[src/rtl/core/bldc_hcc_pkg.sv]
// Shared types, register codes and six-step commutation tables for the hall commutation controller.
package bldc_hcc_pkg;

  typedef enum logic [1:0] {
    MODE_STOP    = 2'd0,
    MODE_STARTUP = 2'd1,
    MODE_RUNNING = 2'd2,
    MODE_BRAKE   = 2'd3
  } motor_mode_t;

  // Register select is paddr bit 2 (registers at byte addresses 0 and 4).
  localparam logic REG_DIRECTION   = 1'b0;
  localparam logic REG_ERROR_LIMIT = 1'b1;

  localparam int unsigned PADDR_W = 3;

  localparam logic       DIRECTION_RESET   = 1'b1;
  localparam logic [7:0] ERROR_LIMIT_RESET = 8'd200;
  localparam logic [7:0] DISABLE_RESET     = 8'hff;
  localparam logic [7:0] PIN_RESET         = 8'h00;

  localparam logic [7:0] STOP_KEEP_MASK  = 8'h88;
  localparam logic [7:0] BRAKE_KEEP_MASK = 8'hf8;
  localparam logic [7:0] BRAKE_LOW_ON    = 8'h70;
  localparam logic [7:0] ALL_DISABLED    = 8'hff;
  localparam logic [7:0] MISMATCH_MAX    = 8'hff;

  // Brake cycle: stop events below BRAKE_START, brake events below BRAKE_IDLE, then one idle.
  localparam logic [3:0] BRAKE_START = 4'd10;
  localparam logic [3:0] BRAKE_IDLE  = 4'd15;

  localparam logic [7:0] EN_FWD   [8] = '{8'hff, 8'hbf, 8'h7f, 8'hbf, 8'hdf, 8'hdf, 8'h7f, 8'hff};
  localparam logic [7:0] LO_FWD   [8] = '{8'h00, 8'h10, 8'h40, 8'h40, 8'h20, 8'h10, 8'h20, 8'h00};
  localparam logic [7:0] KEEP_FWD [8] = '{8'h88, 8'h98, 8'hc8, 8'hc8, 8'ha8, 8'h98, 8'ha8, 8'h88};
  localparam logic [7:0] EN_REV   [8] = '{8'hff, 8'h7f, 8'hdf, 8'hdf, 8'hbf, 8'h7f, 8'hbf, 8'hff};
  localparam logic [7:0] LO_REV   [8] = '{8'h00, 8'h20, 8'h10, 8'h20, 8'h40, 8'h40, 8'h10, 8'h00};
  localparam logic [7:0] KEEP_REV [8] = '{8'h88, 8'ha8, 8'h98, 8'ha8, 8'hc8, 8'hc8, 8'h98, 8'h88};

  localparam logic [2:0] SUCC_FWD [8] = '{3'd0, 3'd5, 3'd3, 3'd1, 3'd6, 3'd4, 3'd2, 3'd0};
  localparam logic [2:0] SUCC_REV [8] = '{3'd0, 3'd3, 3'd6, 3'd2, 3'd5, 3'd1, 3'd4, 3'd0};

endpackage

[src/rtl/core/bldc_hall_commutation_controller.sv]
// Top level of the six-step BLDC hall commutation controller.
// Each hall event transfer is processed in the cycle it is accepted: the packed code
// (U weight 4, W weight 2, V weight 1) selects the commutation tables, and the state
// registers and the output register are both loaded at the accepting edge, so the
// result is offered in the next cycle. One event per cycle is sustained while
// out_ready is high; the output register holds a stalled result, and in_ready is
// high whenever it is empty or being emptied. Users must write direction and error
// limit at APB byte addresses 0 and 4 while no event is in flight; not enforced.
module bldc_hall_commutation_controller (
  input  logic       clk,
  input  logic       rst,
  input  logic       in_valid,
  output logic       in_ready,
  input  logic       hall_u,
  input  logic       hall_v,
  input  logic       hall_w,
  input  logic       button_pressed,
  input  logic [1:0] motor_mode,
  output logic       out_valid,
  input  logic       out_ready,
  output logic [7:0] pwm_disable_mask,
  output logic [7:0] port_pins,
  output logic [2:0] hall_code,
  output logic       hall_error,
  output logic       pwm_start,
  input  logic       psel,
  input  logic       penable,
  input  logic       pwrite,
  input  logic [bldc_hcc_pkg::PADDR_W-1:0] paddr,
  input  logic [31:0] pwdata,
  output logic [31:0] prdata,
  output logic       pready
);

  logic       direction_forward;
  logic [7:0] error_limit;

  logic [2:0] last_code, last_code_next;
  logic [2:0] expected_code, expected_code_next;
  logic [7:0] mismatch_count, mismatch_count_next;
  logic       error_latched, error_latched_next;
  logic       first_start, first_start_next;
  logic [3:0] brake_count, brake_count_next;
  logic [7:0] pin_register, pin_register_next;
  logic [7:0] disable_register, disable_register_next;
  logic       pwm_start_next;

  logic [2:0] code;
  logic       act;
  logic       in_xfer;
  logic       cfg_write;
  bldc_hcc_pkg::motor_mode_t mode;

  assign pready    = 1'b1;
  assign cfg_write = psel && penable && pwrite && pready;
  assign prdata    = (paddr[2] == bldc_hcc_pkg::REG_ERROR_LIMIT) ? {24'd0, error_limit}
                                                                 : {31'd0, direction_forward};

  always_ff @(posedge clk) begin
    if (rst) begin
      direction_forward <= bldc_hcc_pkg::DIRECTION_RESET;
      error_limit       <= bldc_hcc_pkg::ERROR_LIMIT_RESET;
    end else if (cfg_write) begin
      if (paddr[2] == bldc_hcc_pkg::REG_DIRECTION) begin
        direction_forward <= pwdata[0];
      end else begin
        error_limit <= pwdata[7:0];
      end
    end
  end

  assign code     = {hall_u, hall_w, hall_v};
  assign mode     = bldc_hcc_pkg::motor_mode_t'(motor_mode);
  assign act      = button_pressed && (code != last_code);
  assign in_ready = !out_valid || out_ready;
  assign in_xfer  = in_valid && in_ready;

  always_comb begin
    last_code_next        = last_code;
    expected_code_next    = expected_code;
    mismatch_count_next   = mismatch_count;
    error_latched_next    = error_latched;
    first_start_next      = first_start;
    brake_count_next      = brake_count;
    pin_register_next     = pin_register;
    disable_register_next = disable_register;
    pwm_start_next        = 1'b0;
    if (act) begin
      unique case (mode)
        bldc_hcc_pkg::MODE_STARTUP, bldc_hcc_pkg::MODE_RUNNING: begin
          if (direction_forward) begin
            disable_register_next = bldc_hcc_pkg::EN_FWD[code];
            pin_register_next = (pin_register & bldc_hcc_pkg::KEEP_FWD[code])
                                | bldc_hcc_pkg::LO_FWD[code];
          end else begin
            disable_register_next = bldc_hcc_pkg::EN_REV[code];
            pin_register_next = (pin_register & bldc_hcc_pkg::KEEP_REV[code])
                                | bldc_hcc_pkg::LO_REV[code];
          end
          if (mode == bldc_hcc_pkg::MODE_STARTUP) begin
            first_start_next = 1'b0;
            pwm_start_next   = first_start;
          end else begin
            first_start_next = 1'b1;
          end
        end
        bldc_hcc_pkg::MODE_BRAKE: begin
          first_start_next = 1'b1;
          if (brake_count < bldc_hcc_pkg::BRAKE_START) begin
            disable_register_next = bldc_hcc_pkg::ALL_DISABLED;
            pin_register_next     = pin_register & bldc_hcc_pkg::STOP_KEEP_MASK;
          end else if (brake_count < bldc_hcc_pkg::BRAKE_IDLE) begin
            disable_register_next = bldc_hcc_pkg::ALL_DISABLED;
            pin_register_next     = (pin_register & bldc_hcc_pkg::BRAKE_KEEP_MASK)
                                    | bldc_hcc_pkg::BRAKE_LOW_ON;
          end
          brake_count_next = brake_count + 4'd1;
        end
        default: begin
          first_start_next      = 1'b1;
          disable_register_next = bldc_hcc_pkg::ALL_DISABLED;
          pin_register_next     = pin_register & bldc_hcc_pkg::STOP_KEEP_MASK;
        end
      endcase

      // Sequence checking and code tracking happen only while running.
      if (mode == bldc_hcc_pkg::MODE_RUNNING) begin
        if (expected_code != code) begin
          if (mismatch_count > error_limit) begin
            error_latched_next = 1'b1;
          end
          if (mismatch_count != bldc_hcc_pkg::MISMATCH_MAX) begin
            mismatch_count_next = mismatch_count + 8'd1;
          end
        end else begin
          mismatch_count_next = 8'd0;
        end
        expected_code_next = direction_forward ? bldc_hcc_pkg::SUCC_FWD[code]
                                               : bldc_hcc_pkg::SUCC_REV[code];
        last_code_next = code;
      end
    end
  end

  always_ff @(posedge clk) begin
    if (rst) begin
      last_code        <= 3'd0;
      expected_code    <= 3'd0;
      mismatch_count   <= 8'd0;
      error_latched    <= 1'b0;
      first_start      <= 1'b1;
      brake_count      <= 4'd0;
      pin_register     <= bldc_hcc_pkg::PIN_RESET;
      disable_register <= bldc_hcc_pkg::DISABLE_RESET;
    end else if (in_xfer) begin
      last_code        <= last_code_next;
      expected_code    <= expected_code_next;
      mismatch_count   <= mismatch_count_next;
      error_latched    <= error_latched_next;
      first_start      <= first_start_next;
      brake_count      <= brake_count_next;
      pin_register     <= pin_register_next;
      disable_register <= disable_register_next;
    end
  end

  always_ff @(posedge clk) begin
    if (rst) begin
      out_valid <= 1'b0;
    end else if (in_xfer) begin
      out_valid <= 1'b1;
    end else if (out_ready) begin
      out_valid <= 1'b0;
    end
  end

  always_ff @(posedge clk) begin
    if (in_xfer) begin
      pwm_disable_mask <= disable_register_next;
      port_pins        <= pin_register_next;
      hall_code        <= code;
      hall_error       <= error_latched_next;
      pwm_start        <= pwm_start_next;
    end
  end

endmodule

[config.mk]
export PLATFORM = sky130hd
export DESIGN_NAME = bldc_hall_commutation_controller
export DESIGN_NICKNAME = d
export VERILOG_FILES = /design/src/rtl/core/bldc_hcc_pkg.sv /design/src/rtl/core/bldc_hall_commutation_controller.sv
export SDC_FILE = /design/constraint.sdc
export NUM_CORES = 1
export LEC_CHECK = 0
export BUFFER_PORTS_ARGS = -buffer_cell sky130_fd_sc_hd__buf_2
export CAP_MARGIN = 10
export CORE_UTILIZATION = 35
export CTS_BUF_LIST = sky130_fd_sc_hd__clkbuf_2
export DETAILED_ROUTE_END_ITERATION = 10
export GPL_TIMING_DRIVEN = 0
export HOLD_SLACK_MARGIN = 0.08
export PLACE_DENSITY = 0.6
export SLEW_MARGIN = 20
export SYNTH_ARGS = -nofsm -noshare
export SYNTH_HDL_FRONTEND = slang
export SYNTH_SLANG_ARGS = --single-unit
[constraint.sdc]
create_clock -name clk -period 3.9 [get_ports clk]
set_clock_uncertainty 0.1 [all_clocks]
set_input_delay 0 -clock clk [delete_from_list [all_inputs] [get_ports clk]]
set_output_delay 0 -clock clk [all_outputs]
set_load 0.01 [all_outputs]
## Word-level counts from Yosys, hierarchy flattened

Memory sizes are Yosys's and may differ from the RTL's.
Index checks and enable logic that the tools add are counted.
W data, S select, Z words.

- Flip-flop bits (word level): 67
- ROM bits: 432
- Bits of input ports: 48
- Output and inout bits: 56
- Logic and storage cells: 96
- Memories: 8

Memories:

| name | depth | bits a word | read ports | clocked after Yosys merged registers in | wr ports | RTL line | text |
|---|---|---|---|---|---|---|---|
| (no name shown) | 8 | 8 | 1 | 0 | 0 | bldc_hall_commutation_controller.sv:98 | `\| bldc_hcc_pkg::LO_REV[code];` |
| (no name shown) | 8 | 8 | 1 | 0 | 0 | bldc_hall_commutation_controller.sv:97 | `pin_register_next = (pin_register & bldc_hcc_pkg::KEEP_REV[code])` |
| (no name shown) | 8 | 8 | 1 | 0 | 0 | bldc_hall_commutation_controller.sv:96 | `disable_register_next = bldc_hcc_pkg::EN_REV[code];` |
| (no name shown) | 8 | 8 | 1 | 0 | 0 | bldc_hall_commutation_controller.sv:94 | `\| bldc_hcc_pkg::LO_FWD[code];` |
| (no name shown) | 8 | 8 | 1 | 0 | 0 | bldc_hall_commutation_controller.sv:93 | `pin_register_next = (pin_register & bldc_hcc_pkg::KEEP_FWD[code])` |
| (no name shown) | 8 | 8 | 1 | 0 | 0 | bldc_hall_commutation_controller.sv:92 | `disable_register_next = bldc_hcc_pkg::EN_FWD[code];` |
| +2 memories | n/a | n/a | n/a | n/a | n/a | n/a |  |

- Add/sub/neg operators: 2
- Magnitude comparators: 4
- Equality and inequality tests: 7
- Mux-type cells: 38
- Bitwise logic cells: 6
- Reduce and logical (&&, ||, !) cells: 15

Operator list:

| kind | number |
|---|---|
| $mux W8 | 21 |
| $pmux W8 S2 | 2 |
| $and A8 B8 Y8 | 2 |
| $or A8 B8 Y8 | 2 |
| $mux W3 | 5 |
| $mux W7 | 2 |
| $reduce_and A3 Y1 | 3 |
| $add A8 B1 Y8 const B | 1 |
| $gt A8 B8 Y1 | 1 |
| $lt A4 B4 Y1 const B | 2 |
| $mux W1 | 8 |
| $ne A8 B8 Y1 const B | 1 |
| $ne A3 B3 Y1 | 2 |
| $reduce_and A2 Y1 | 3 |
| $add A4 B1 Y4 const B | 1 |
| $eq A2 B2 Y1 const B | 2 |
| $ge A4 B4 Y1 const B | 1 |
| $logic_and A1 B1 Y1 | 4 |
| $not A3 Y4 | 1 |
| $reduce_and A4 Y1 | 1 |
| $eq A2 B1 Y1 const B | 1 |
| $ne A2 B1 Y1 const B | 1 |
| $reduce_bool A2 Y1 | 1 |
| $reduce_or A2 Y1 | 1 |
| other kinds (3) | 3 |

## Longest topological paths before layout

Gate-level depths: netlist of the first run.

- Word-level depth: 9
- Depth in mapped cells: 7
- Mapped depth without buffers: 7

## Worst setup path before layout of the first run

No wires, ideal clock.

- Path kind: register to register
- Start: register last_code[2]
- End: register port_pins[4] (data pin)
- Setup time: 0.260 ns
- Data arrival time: 1.463 ns
- Required time: 3.540 ns
- Setup slack: 2.077 ns
- Cell stages (with the launch flop): 5
- Path buffers: 1
- Period minus slack after synthesis: 1.823 ns
- Cell sequence: dfxtp_1 -> xor2_2 -> o31ai_4 -> buf_2 -> mux2_2

- Cells in the longest elaborated chain, start to end: 3

RTL lines:

| element | RTL line | text |
|---|---|---|
| from (decl) | bldc_hall_commutation_controller.sv:38 | `logic [2:0] last_code, last_code_next;` |
| from (signal assigned) | bldc_hall_commutation_controller.sv:156 | `last_code <= last_code_next;` |
| $ne A3 B3 Y1 | bldc_hall_commutation_controller.sv:74 | `assign act = button_pressed && (code != last_code);` |
| $logic_and A1 B1 Y1 | bldc_hall_commutation_controller.sv:74 |  |
| $mux W8 | bldc_hall_commutation_controller.sv:88 | `if (act) begin` |
| net pin_register_next[4] | bldc_hall_commutation_controller.sv:44 | `logic [7:0] pin_register, pin_register_next;` |
| to (signal assigned) | bldc_hall_commutation_controller.sv:180 | `port_pins <= pin_register_next;` |
| to (decl) | bldc_hall_commutation_controller.sv:22 | `output logic [7:0] port_pins,` |

The timed path passes the listed nets, and every way through them passes these cells.
A chain may end at the register's enable or synchronous reset.

## Worst setup path after layout of the first run

- Start: register out_valid
- End: register first_start

- Cells in the longest elaborated chain, start to end: 4

RTL lines:

| element | RTL line | text |
|---|---|---|
| from (decl) | bldc_hall_commutation_controller.sv:19 | `output logic out_valid,` |
| from (signal assigned) | bldc_hall_commutation_controller.sv:169 | `out_valid <= 1'b0;` |
| from (signal assigned) | bldc_hall_commutation_controller.sv:171 | `out_valid <= 1'b1;` |
| from (signal assigned) | bldc_hall_commutation_controller.sv:173 | `out_valid <= 1'b0;` |
| $logic_not A1 Y1 | bldc_hall_commutation_controller.sv:75 | `assign in_ready = !out_valid \|\| out_ready;` |
| $logic_or A1 B1 Y1 | bldc_hall_commutation_controller.sv:75 |  |
| $logic_and A1 B1 Y1 | bldc_hall_commutation_controller.sv:76 | `assign in_xfer = in_valid && in_ready;` |
| net in_xfer | bldc_hall_commutation_controller.sv:50 | `logic in_xfer;` |
| $reduce_and A2 Y1 (no source line) | n/a |  |
| to (signal assigned) | bldc_hall_commutation_controller.sv:160 | `first_start <= first_start_next;` |
| to (decl) | bldc_hall_commutation_controller.sv:42 | `logic first_start, first_start_next;` |

The timed path passes the listed nets, and every way through them passes these cells.

==> metrics, run 1 <==
Initial Utilization=36.4%; P_int=just under 0.9 mW; maximum number of pins on one net before global-route repair=22; Final Hold Fails=0; CTS root buf=clkbuf_2; Max Cap Viol=0; worst r2r src=out_valid$_SDFFE_PP0P_; core box area=9330 um2; via count=2757; max incr delay on CP=0.64 ns; clock share of power=roughly a quarter; Hold Path Class=primary input to flop; relative slew slack=between 40% and 50%; Post-synth ARST share=0%; CP max FO=21; worst r2r path cells=8; Critical Path RT=about 4.2 ns; initial antenna violation count=0; CTS sink cnt=63; Seq pwr share=between 50 and 60%; Area Growth Syn to Fin=28.0%; Tmin final=2.46 ns; status=finished clean; area occupied by multi-input gates=1710 um2; Final Max Tran Viols=0; post-synthesis instance total=352; H-tree depth=3; Max VDD drop=0.000126 V; Synth Warn #=0; WHS=roughly 0.11 ns; WS Path Type=flop to flop; LEAKAGE=1.87 nW; Fillers=930; clk slew on worst S/H paths=0.18 ns; Routed wire per std cell=~12 um; Core Rows=35; post-synthesis cell area=roughly 3400 um2; endpoints failing setup=0; DRC=0; Initial DRT Pass Iterations=4; Finished Layout Cells=608; r2r setup slk=approximately 1.4 ns; Seq. cell area=roughly 1500 um2; PwrDens=between 200 and 300 nW/um2; sw power=0.352 mW; critical path, cell by cell=nand2b_1 -> nand2_1 -> inv_1 -> nand2b_4 -> buf_6 -> nand2_1 -> o211ai_1 -> dlygate4sd3_1; Mapped Avg Cell Area=9.64 um2; I/O pins=104; Yosys reg bits=63; final setup TNS=0 ns; global-route wire length before repair=12200 um; GRT overflow=0; Gates resized, CTS repair=0; Die ar.=slightly above 10000 um2; RR Endpoint=first_start$_SDFFE_PP1P_; crit path DAT=2.73 ns; hold depth=6; vias per cell=between 4 and 5; Tightest Pin Transition=0.843 ns; combinational power share=between 10% and 20%; CP max-delay cell=inv_1; dpl cells=about 560; total CTS buffers=9; Clock Path Buffers=2; Hold Path End=error_latched$_SDFFE_PP0P_; RSZ-0062 raised after global routing=false; fin crit share=63.1%; Startpoint Class=flop; Die Y=100 um; fraction of layout cells with a size suffix above 1=24.2%; CTS tree=done; GPL Wtd Cong=0.802; Post CTS Setup Buffer Count=0; Synth cell types=56; Most Frequent Cell on Critical Path=nand2_1; Chip Width=around 100 um; Fmax=~0.41 GHz; global-route usage over all layers=15.4%; number of global-route vias before repair=2669; post-layout util=46.6%; sw frac=28.5%; routed wire length=7330 um; EDFF count, synth=19; drt initial violations=106; crit path capture type=flop; post-DP HPWL=just over 5000 um; net count reported at finish=536; worst skew pair latency=approximately 0.47 ns; cts hold-fix bufs=37; DRT antenna net count=0; Top FF cell, synth=dfxtp_1; hold path startpoint=motor_mode[1]; diode count=0; PortBufs=49; post-synthesis sequential area ratio=between 40% and 50%
## power groups by stage
stage / clock (mW) / combinational (mW) / sequential [mW]
6_report: 0.309 / 0.212 / 0.711
4_1_cts: 0.328 / 0.211 / 0.711
3_3_place_gp: 0 / 0.188 / 0.724
3_5_place_dp: 0 / 0.190 / 0.725
2_1_floorplan: 0 / 0.128 / 0.731
5_1_grt: 0.357 / 0.236 / 0.714
## state kept, by name, summed over array words and instances (netlist names), 3 cells and up
register          count
pin_register          6
error_limit           8
hall_code             3
disable_register      8
brake_count           4
last_code             3
expected_code         3
mismatch_count        8
port_pins             6
pwm_disable_mask      8
## per-layer routing
layer  vias up  global-route usage, %  part of all wire (%)
li1       1422                      -                     -
met1      1273                   18.3                    45
met2        58                   27.4                    51
met3         4                   4.44                   3.5
met4         0                   3.34                  0.46
met5         -                      0                     0
## layout by cell type, fill, tap and decap left out, types with 8 or more instances in the layout
cell type	n
buf_2	51
dfxtp_1	44
dlygate4sd3_1	37
nor2_1	36
nand2_1	27
buf_4	27
conb_1	27
a21oi_1	21
edfxtp_1	19
inv_1	14
ha_1	14
a21o_1	13
mux2i_1	11
clkbuf_2	11
nand4_1	10
o21ai_0	9
clkbuf_1	8
xnor2_1	8
## stage by stage
step / area [um2] / total power [mW] / setup WS, ns
6_report: 4340 / 1.23 / 1.44
5_1_grt: 4340 / 1.31 / 1.20
4_1_cts: 4340 / 1.25 / 1.41
3_5_place_dp: 3890 / 0.915 / 1.84
3_3_place_gp: 3890 / 0.912 / 1.85
2_1_floorplan: 3490 / 0.859 / 2.08
## Yosys cell counts, types with 8 or more instances
master	number	area, um2
o21ai_0	9	45.0
dfxtp_1	44	881
clkbuf_1	8	30.0
xnor2_1	8	70.1
a21oi_1	21	105
mux2i_1	11	110
buf_4	27	203
edfxtp_1	19	571
ha_1	14	175
nand4_1	10	62.6
a21o_1	13	97.6
inv_1	14	52.6
nor2_1	36	135
nand2_1	27	101
## worst max-delay path by stage
stage | from | to | slack (ns) | cells past startpoint
after global routing | out_valid$_SDFFE_PP0P_ | first_start$_SDFFE_PP1P_ | 1.20 | 8
final | out_valid$_SDFFE_PP0P_ | first_start$_SDFFE_PP1P_ | 1.44 | 8
after CTS | out_valid$_SDFFE_PP0P_ | first_start$_SDFFE_PP1P_ | 1.41 | 8
after global placement | last_code[2]$_SDFFE_PP0P_ | pwm_disable_mask[5]$_DFFE_PP_ | 1.85 | 4
after floorplan | last_code[2]$_SDFFE_PP0P_ | port_pins[4]$_DFFE_PP_ | 2.08 | 4
after detailed placement | last_code[2]$_SDFFE_PP0P_ | pwm_disable_mask[5]$_DFFE_PP_ | 1.84 | 4
## worst max-delay path: cells and delay by family, from the launching register on
kind / cells / cell delay [ns]
buf+inv: 3 / 1.37
simple gates: 4 / 0.44
flops: 1 / 0.35
compound gates: 1 / 0.08
## final cells by class
class	count	area share (%)
Multi-Input combinational cell	258	39.5
Sequential cell	63	33.4
Timing Repair Buffer	86	14.2
Buffer	41	6.11
Tap cell	129	3.72
Inverter	15	1.30
Clock buffer	11	1.27
Clock inverter	5	0.576
## cell families (layout without fill, tap and decap cells)
family / count (synthesis) / count (layout) / synth area share [%]
buffers and inverters: 56 / 158 / 9.48
AOI/OAI and AO/OA: 65 / 65 / 13.3
xor gates and xnor gates: 14 / 14 / 4.28
and+or+nand+nor: 121 / 121 / 19.5
muxes: 17 / 17 / 5.24
other: 2 / 27 / 0.221
adders and majority gates: 14 / 14 / 5.16
DFF: 63 / 63 / 42.8
(Power assumes the default switching activity.)
==> run 2, diff against run 1 <==
--- a/config.mk
+++ b/config.mk
@@ -12,7 +12,7 @@
 export DETAILED_ROUTE_END_ITERATION = 10
 export GPL_TIMING_DRIVEN = 0
 export HOLD_SLACK_MARGIN = 0.08
-export PLACE_DENSITY = 0.6
+export PLACE_DENSITY = 0.62
 export SLEW_MARGIN = 20
 export SYNTH_ARGS = -nofsm -noshare
 export SYNTH_HDL_FRONTEND = slang
==> constraint.sdc (replaced) <==
create_clock -name clk -period 2.1 [get_ports clk]
set_clock_uncertainty 0.1 [all_clocks]
set_input_delay 0 -clock clk [delete_from_list [all_inputs] [get_ports clk]]
set_output_delay 0 -clock clk [all_outputs]
set_load 0.01 [all_outputs]
==> run 2 against run 1 <==
  * Die area unchanged
  * Clock-buffer cell count unchanged
  * First-iteration DRC count up 23%
  * Critical path type unchanged
  * Largest power group unchanged
==> metrics, run 2 (same netlist as run 1, synthesis figures left out) <==
Core Rows=35; relative slew slack=65.1%; via count=between 2000 and 3000; GPL Wtd Cong=between 0.8 and 0.9; Chip Width=100 um; Routed wire per std cell=12.0 um; Die Y=approximately 100 um; DRC=0; commonest non-fill, non-tap cell in the layout=buf_2; GRT overflow=0; drt initial violations=130; Tightest Pin Transition=~0.52 ns; GR Layer Usage met3=roughly 3.1%; Fmax=0.488 GHz; RR Endpoint=pwm_disable_mask[5]$_DFFE_PP_; Tmin final=2.05 ns; I/O pins=104; r2r setup slk=0.05 ns; global route hottest layer=met2; worst skew pair latency=between 0.4 and 0.5 ns; diode count=0; global-route usage over all layers=~15%; total CTS buffers=9; Area Growth Syn to Fin=28.3%; vias per cell=4.55; Final Hold Fails=0; total power=2.41 mW; number of global-route vias before repair=~2600; initial antenna violation count=0; worst r2r path cells=4; Die ar.=10100 um2; DRT antenna net count=0; Critical Path RT=2.25 ns; Critical path origin=last_code[2]$_SDFFE_PP0P_; maximum number of pins on one net before global-route repair=22; most frequent cells in the layout=51 x buf_2, 44 x dfxtp_1, 36 x nor2_1, 34 x dlygate4sd3_1; crit path DAT=2.20 ns; Post CTS Setup Buffer Count=0; Clock Path Buffers=2; PwrDens=about 550 nW/um2; crit path capture=pwm_disable_mask[5]$_DFFE_PP_; WS Path Type=flop to flop; crit path capture type=flop; CTS tree=done; clk slew on worst S/H paths=0.16 ns; CTS root buf=clkbuf_2; PortBufs=between 40 and 50; H-tree depth=3; CP max FO=10; Max Cap Viol=0; fin crit share=97.5%; core box area=~9300 um2; M1 GR Usage=18.7%; GR Util met2=26.5%; Max VDD drop=0.000197 V; fraction of layout cells with a size suffix above 1=25.4%; LEAKAGE=1.87 nW; Initial Utilization=between 30% and 40%; final setup TNS=0 ns; net count reported at finish=534; status=finished clean; Startpoint Class=flop; worst r2r src=last_code[2]$_SDFFE_PP0P_; Hold Path Class=primary input to flop; Initial DRT Pass Iterations=4; global-route wire length before repair=12000 um; RSZ-0062 raised after global routing=false; Final Max Tran Viols=0; post-DP HPWL=between 5000 and 6000 um; CTS sink cnt=63; routed wire length=7280 um; endpoints failing setup=0
==> run 2: area by class of cell <==
class / count / area [um2]
clock buffer: 11 / 55.1
fill: 917 / 4970
timing repair inverter: 1 / 5.00
clock inverter: 5 / 48.8
inverter: 15 / 60.1
multi-input combinational: 258 / 1720
sequential: 63 / 1450
buffer: 41 / 267
timing repair buffer: 83 / 586
tap: 129 / 161
==> run 2: worst min path at each step <==
stage,startpoint,end,slack (ns),cells after the start
6_report,out_ready,expected_code[2]$_SDFFE_PP0P_,0.1,6
5_1_grt,out_ready,expected_code[1]$_SDFFE_PP0P_,0.14,6
4_1_cts,out_ready,expected_code[0]$_SDFFE_PP0P_,0.08,6
3_5_place_dp,pwdata[7],error_limit[7]$_SDFFE_PP1P_,0.13,3
3_3_place_gp,pwdata[7],error_limit[7]$_SDFFE_PP1P_,0.13,3
2_1_floorplan,hall_v,hall_code[0]$_DFFE_PP_,-0.001,0
==> run 2: timing repair <==
item,in CTS,in global routing
resized for setup,0,4
hold endpoints to repair,41,0
hold buffers,34,0
endpoints found under the setup margin,0,15
==> run 2: power breakdown <==
part	total, mW	internal (mW)	switching [mW]	leakage [nW]
Clock	0.698	0.276	0.422	0.0731
Combinational	0.394	0.176	0.218	1.26
Sequential	1.32	1.30	0.0166	0.537
==> run 2: layer usage <==
layer	share of wire, %	vias up
met2	50	52
met5	0	-
met4	1.0	0
met1	46	1280
li1	-	1420
met3	3.4	6
==> run 2: critical path: stages, from the launching register on <==
cell,delay (ns)
dfxtp_1,0.36
xor2_2,0.21
o31ai_4,0.46
buf_2,0.32
mux2_2,0.37
==> run 2: metrics by stage <==
| step | hold WS, ns | instances | utilization, % | worst slack, ns | area (um2) |
|---|---|---|---|---|---|
| final | 0.0975 | 606 | 46.7 | 0.0522 | 4350 |
| after global routing | 0.137 | 606 | 46.7 | 0.00645 | 4350 |
| after CTS | 0.0842 | 605 | 46.5 | 0.00222 | 4340 |
| after detailed placement | 0.134 | 555 | 41.7 | 0.0545 | 3890 |
| after global placement | 0.129 | 555 | 41.7 | 0.0648 | 3890 |
| after floorplan | -0.00113 | 377 | - | 0.277 | 3490 |
==> run 3, diff against run 2 <==
--- a/config.mk
+++ b/config.mk
@@ -7,6 +7,7 @@
 export LEC_CHECK = 0
 export BUFFER_PORTS_ARGS = -buffer_cell sky130_fd_sc_hd__buf_2
 export CAP_MARGIN = 10
+export CORE_ASPECT_RATIO = 2
 export CORE_UTILIZATION = 35
 export CTS_BUF_LIST = sky130_fd_sc_hd__clkbuf_2
 export DETAILED_ROUTE_END_ITERATION = 10
==> run 3 against run 2 <==
  * Fmax is 0.57% lower
  * Register-to-register slack barely moved
  * Sequential power hardly changed
  * First-iteration DRC count rose by 35%
  * Utilization shrank 0.32 points
  * Sequential share of layout area barely moved
  * Routed wire length grew 14%
  * Global-route usage is 1.5 points higher
  * Via count up 3.6%
  * Largest cell class unchanged
  * Largest power group unchanged
==> metrics, run 3 (same netlist as run 1, synthesis figures left out) <==
worst skew pair latency=between 0.5 and 0.6 ns; via count=about 2900; number of global-route vias before repair=2781; Critical Path RT=2.29 ns; Hold Path End=error_latched$_SDFFE_PP0P_; CTS sink cnt=63; commonest non-fill, non-tap cell in the layout=buf_2; Fillers=900; I/O pins=104; Max VDD drop=0.000271 V; P_int=1.86 mW; Clock Path Buffers=2; routed wire length=8330 um; most frequent cells in the layout=51 x buf_2, 44 x dfxtp_1, 36 x nor2_1, 34 x dlygate4sd3_1, 28 x buf_4; clock share of power=31.9%; initial antenna violation count=1; critical path, cell by cell=xor2_2 -> o31ai_4 -> buf_2 -> mux2_2; status=finished clean; RSZ-0062 raised after global routing=false; sw power=0.679 mW; DRC=0; fraction of layout cells with a size suffix above 1=around a quarter; PortBufs=about 50; Max Cap Viol=0; Core Rows=50; Fmax=0.486 GHz; WS Path Type=flop to flop; WP buf/inv=1; Die Y=141 um; maximum number of pins on one net before global-route repair=22; global-route wire length before repair=roughly 13000 um; Hold Path Class=primary input to flop; combinational power share=about 16%; GPL Wtd Cong=0.815; max incr delay on CP=0.45 ns; vias per cell=roughly 4.9; final setup TNS=0 ns; net count reported at finish=535; r2r setup slk=0.04 ns; fin crit share=98.1%; Routed wire per std cell=14.3 um; core box area=roughly 9400 um2; Final Hold Fails=0; Chip Width=71.6 um; crit path DAT=2.25 ns; DRT antenna net count=0; worst r2r path cells=4; sw frac=between 20% and 30%; Initial Utilization=~36%; drt initial violations=176; endpoints failing setup=0; hold depth=6; Post-DP Area=3860 um2; GRT overflow=0; crit path capture type=flop; Critical path origin=last_code[2]$_SDFFE_PP0P_; Area Growth Syn to Fin=28.2%; hold path startpoint=motor_mode[1]; CTS tree=done; post-DP HPWL=about 6200 um; global-route usage over all layers=between 10% and 20%; Die ar.=10100 um2; PwrDens=583 nW/um2; relative slew slack=between 50% and 60%; CP max-delay cell=o31ai_4; CP max FO=10; Tightest Pin Transition=0.633 ns; Final Max Tran Viols=0; LEAKAGE=about 1.9 nW; post-route cell area=4350 um2; CP delay by family, top=compound AO/OA/AOI/OAI gates; RR Endpoint=port_pins[6]$_DFFE_PP_; clk slew on worst S/H paths=0.16 ns; Tmin final=2.06 ns; Initial DRT Pass Iterations=4; Startpoint Class=flop; H-tree depth=3; CTS root buf=clkbuf_2; Seq pwr share=52.1%; worst r2r src=last_code[2]$_SDFFE_PP0P_; total CTS buffers=9
run 3: cell count changes in the layout (fill, tap and decap cells not counted):
cell	change
clkinv_1	+2
clkinv_2	-2
diode_2	+1
bufinv_16	+1
clkbuf_2	-2
buf_4	+1
run 3: power by group through the flow:
stage | combinational [mW] | clock, mW | sequential (mW)
floorplan | 0.237 | 0 | 1.36
global placement | 0.355 | 0 | 1.34
detailed placement | 0.361 | 0 | 1.35
CTS | 0.400 | 0.821 | 1.32
global route | 0.443 | 0.881 | 1.32
finish | 0.407 | 0.809 | 1.32
run 3: worst max-delay path by stage:
| stage | end | slack [ns] | cells past startpoint |
|---|---|---|---|
| 2_1_floorplan | port_pins[4]$_DFFE_PP_ | 0.28 | 4 |
| 3_5_place_dp | port_pins[6]$_DFFE_PP_ | 0.02 | 4 |
| 4_1_cts | disable_register[7]$_SDFFE_PP1P_ | 0.0003 | 7 |
| 6_report | port_pins[6]$_DFFE_PP_ | 0.04 | 4 |
| 3_3_place_gp | port_pins[6]$_DFFE_PP_ | 0.05 | 4 |
| 5_1_grt | mismatch_count[2]$_SDFFE_PP0P_ | 0.002 | 6 |
run 3: repair_timing:
action | in CTS | in global routing
endpoints found under the hold margin | 46 | 0
setup buffers | 0 | 1
gates resized for setup | 0 | 4
hold buffers | 34 | 0
endpoints found under the setup margin | 0 | 18
run 3: final cells by class:
cell class	count	area [um2]	share of cell area (%)
tap	104	130	2.99
clock inverter	6	76.3	1.75
antenna	1	2.50	0.0575
timing repair inverter	1	5.00	0.115
timing repair buffer	84	593	13.6
clock buffer	9	45.0	1.04
inverter	15	60.1	1.38
multi-input combinational	258	1720	39.5
buffer	41	267	6.13
sequential	63	1450	33.4
run 3: per-layer routing:
metal | track usage (%) | share of wire [%] | up-vias
li1 | - | - | 1424
met1 | 13.4 | 31 | 1329
met2 | 34.7 | 62 | 79
met3 | 3.34 | 3.3 | 25
met4 | 10.5 | 3.9 | 0
met5 | 0 | 0 | -
run 3: worst register-to-register path: cells and delay by family, from the launching register on:
family,cells,cell delay (ns)
compound gates,1,0.45
xor+xnor,1,0.21
buf+inv,1,0.34
flops,1,0.36
mux,1,0.38
run 3: metrics by stage:
| stage | hold slack (ns) | utilization, % | power [mW] | worst slack, ns | std cells |
|---|---|---|---|---|---|
| floorplan | -0.00113 | - | 1.59 | 0.277 | 377 |
| global placement | 0.144 | 41.2 | 1.70 | 0.0550 | 530 |
| detailed placement | 0.143 | 41.2 | 1.71 | 0.0177 | 530 |
| CTS | 0.106 | 46.1 | 2.54 | 0.000336 | 579 |
| global route | 0.101 | 46.3 | 2.65 | 0.00164 | 582 |
| finish | 0.0756 | 46.3 | 2.54 | 0.0405 | 582 |
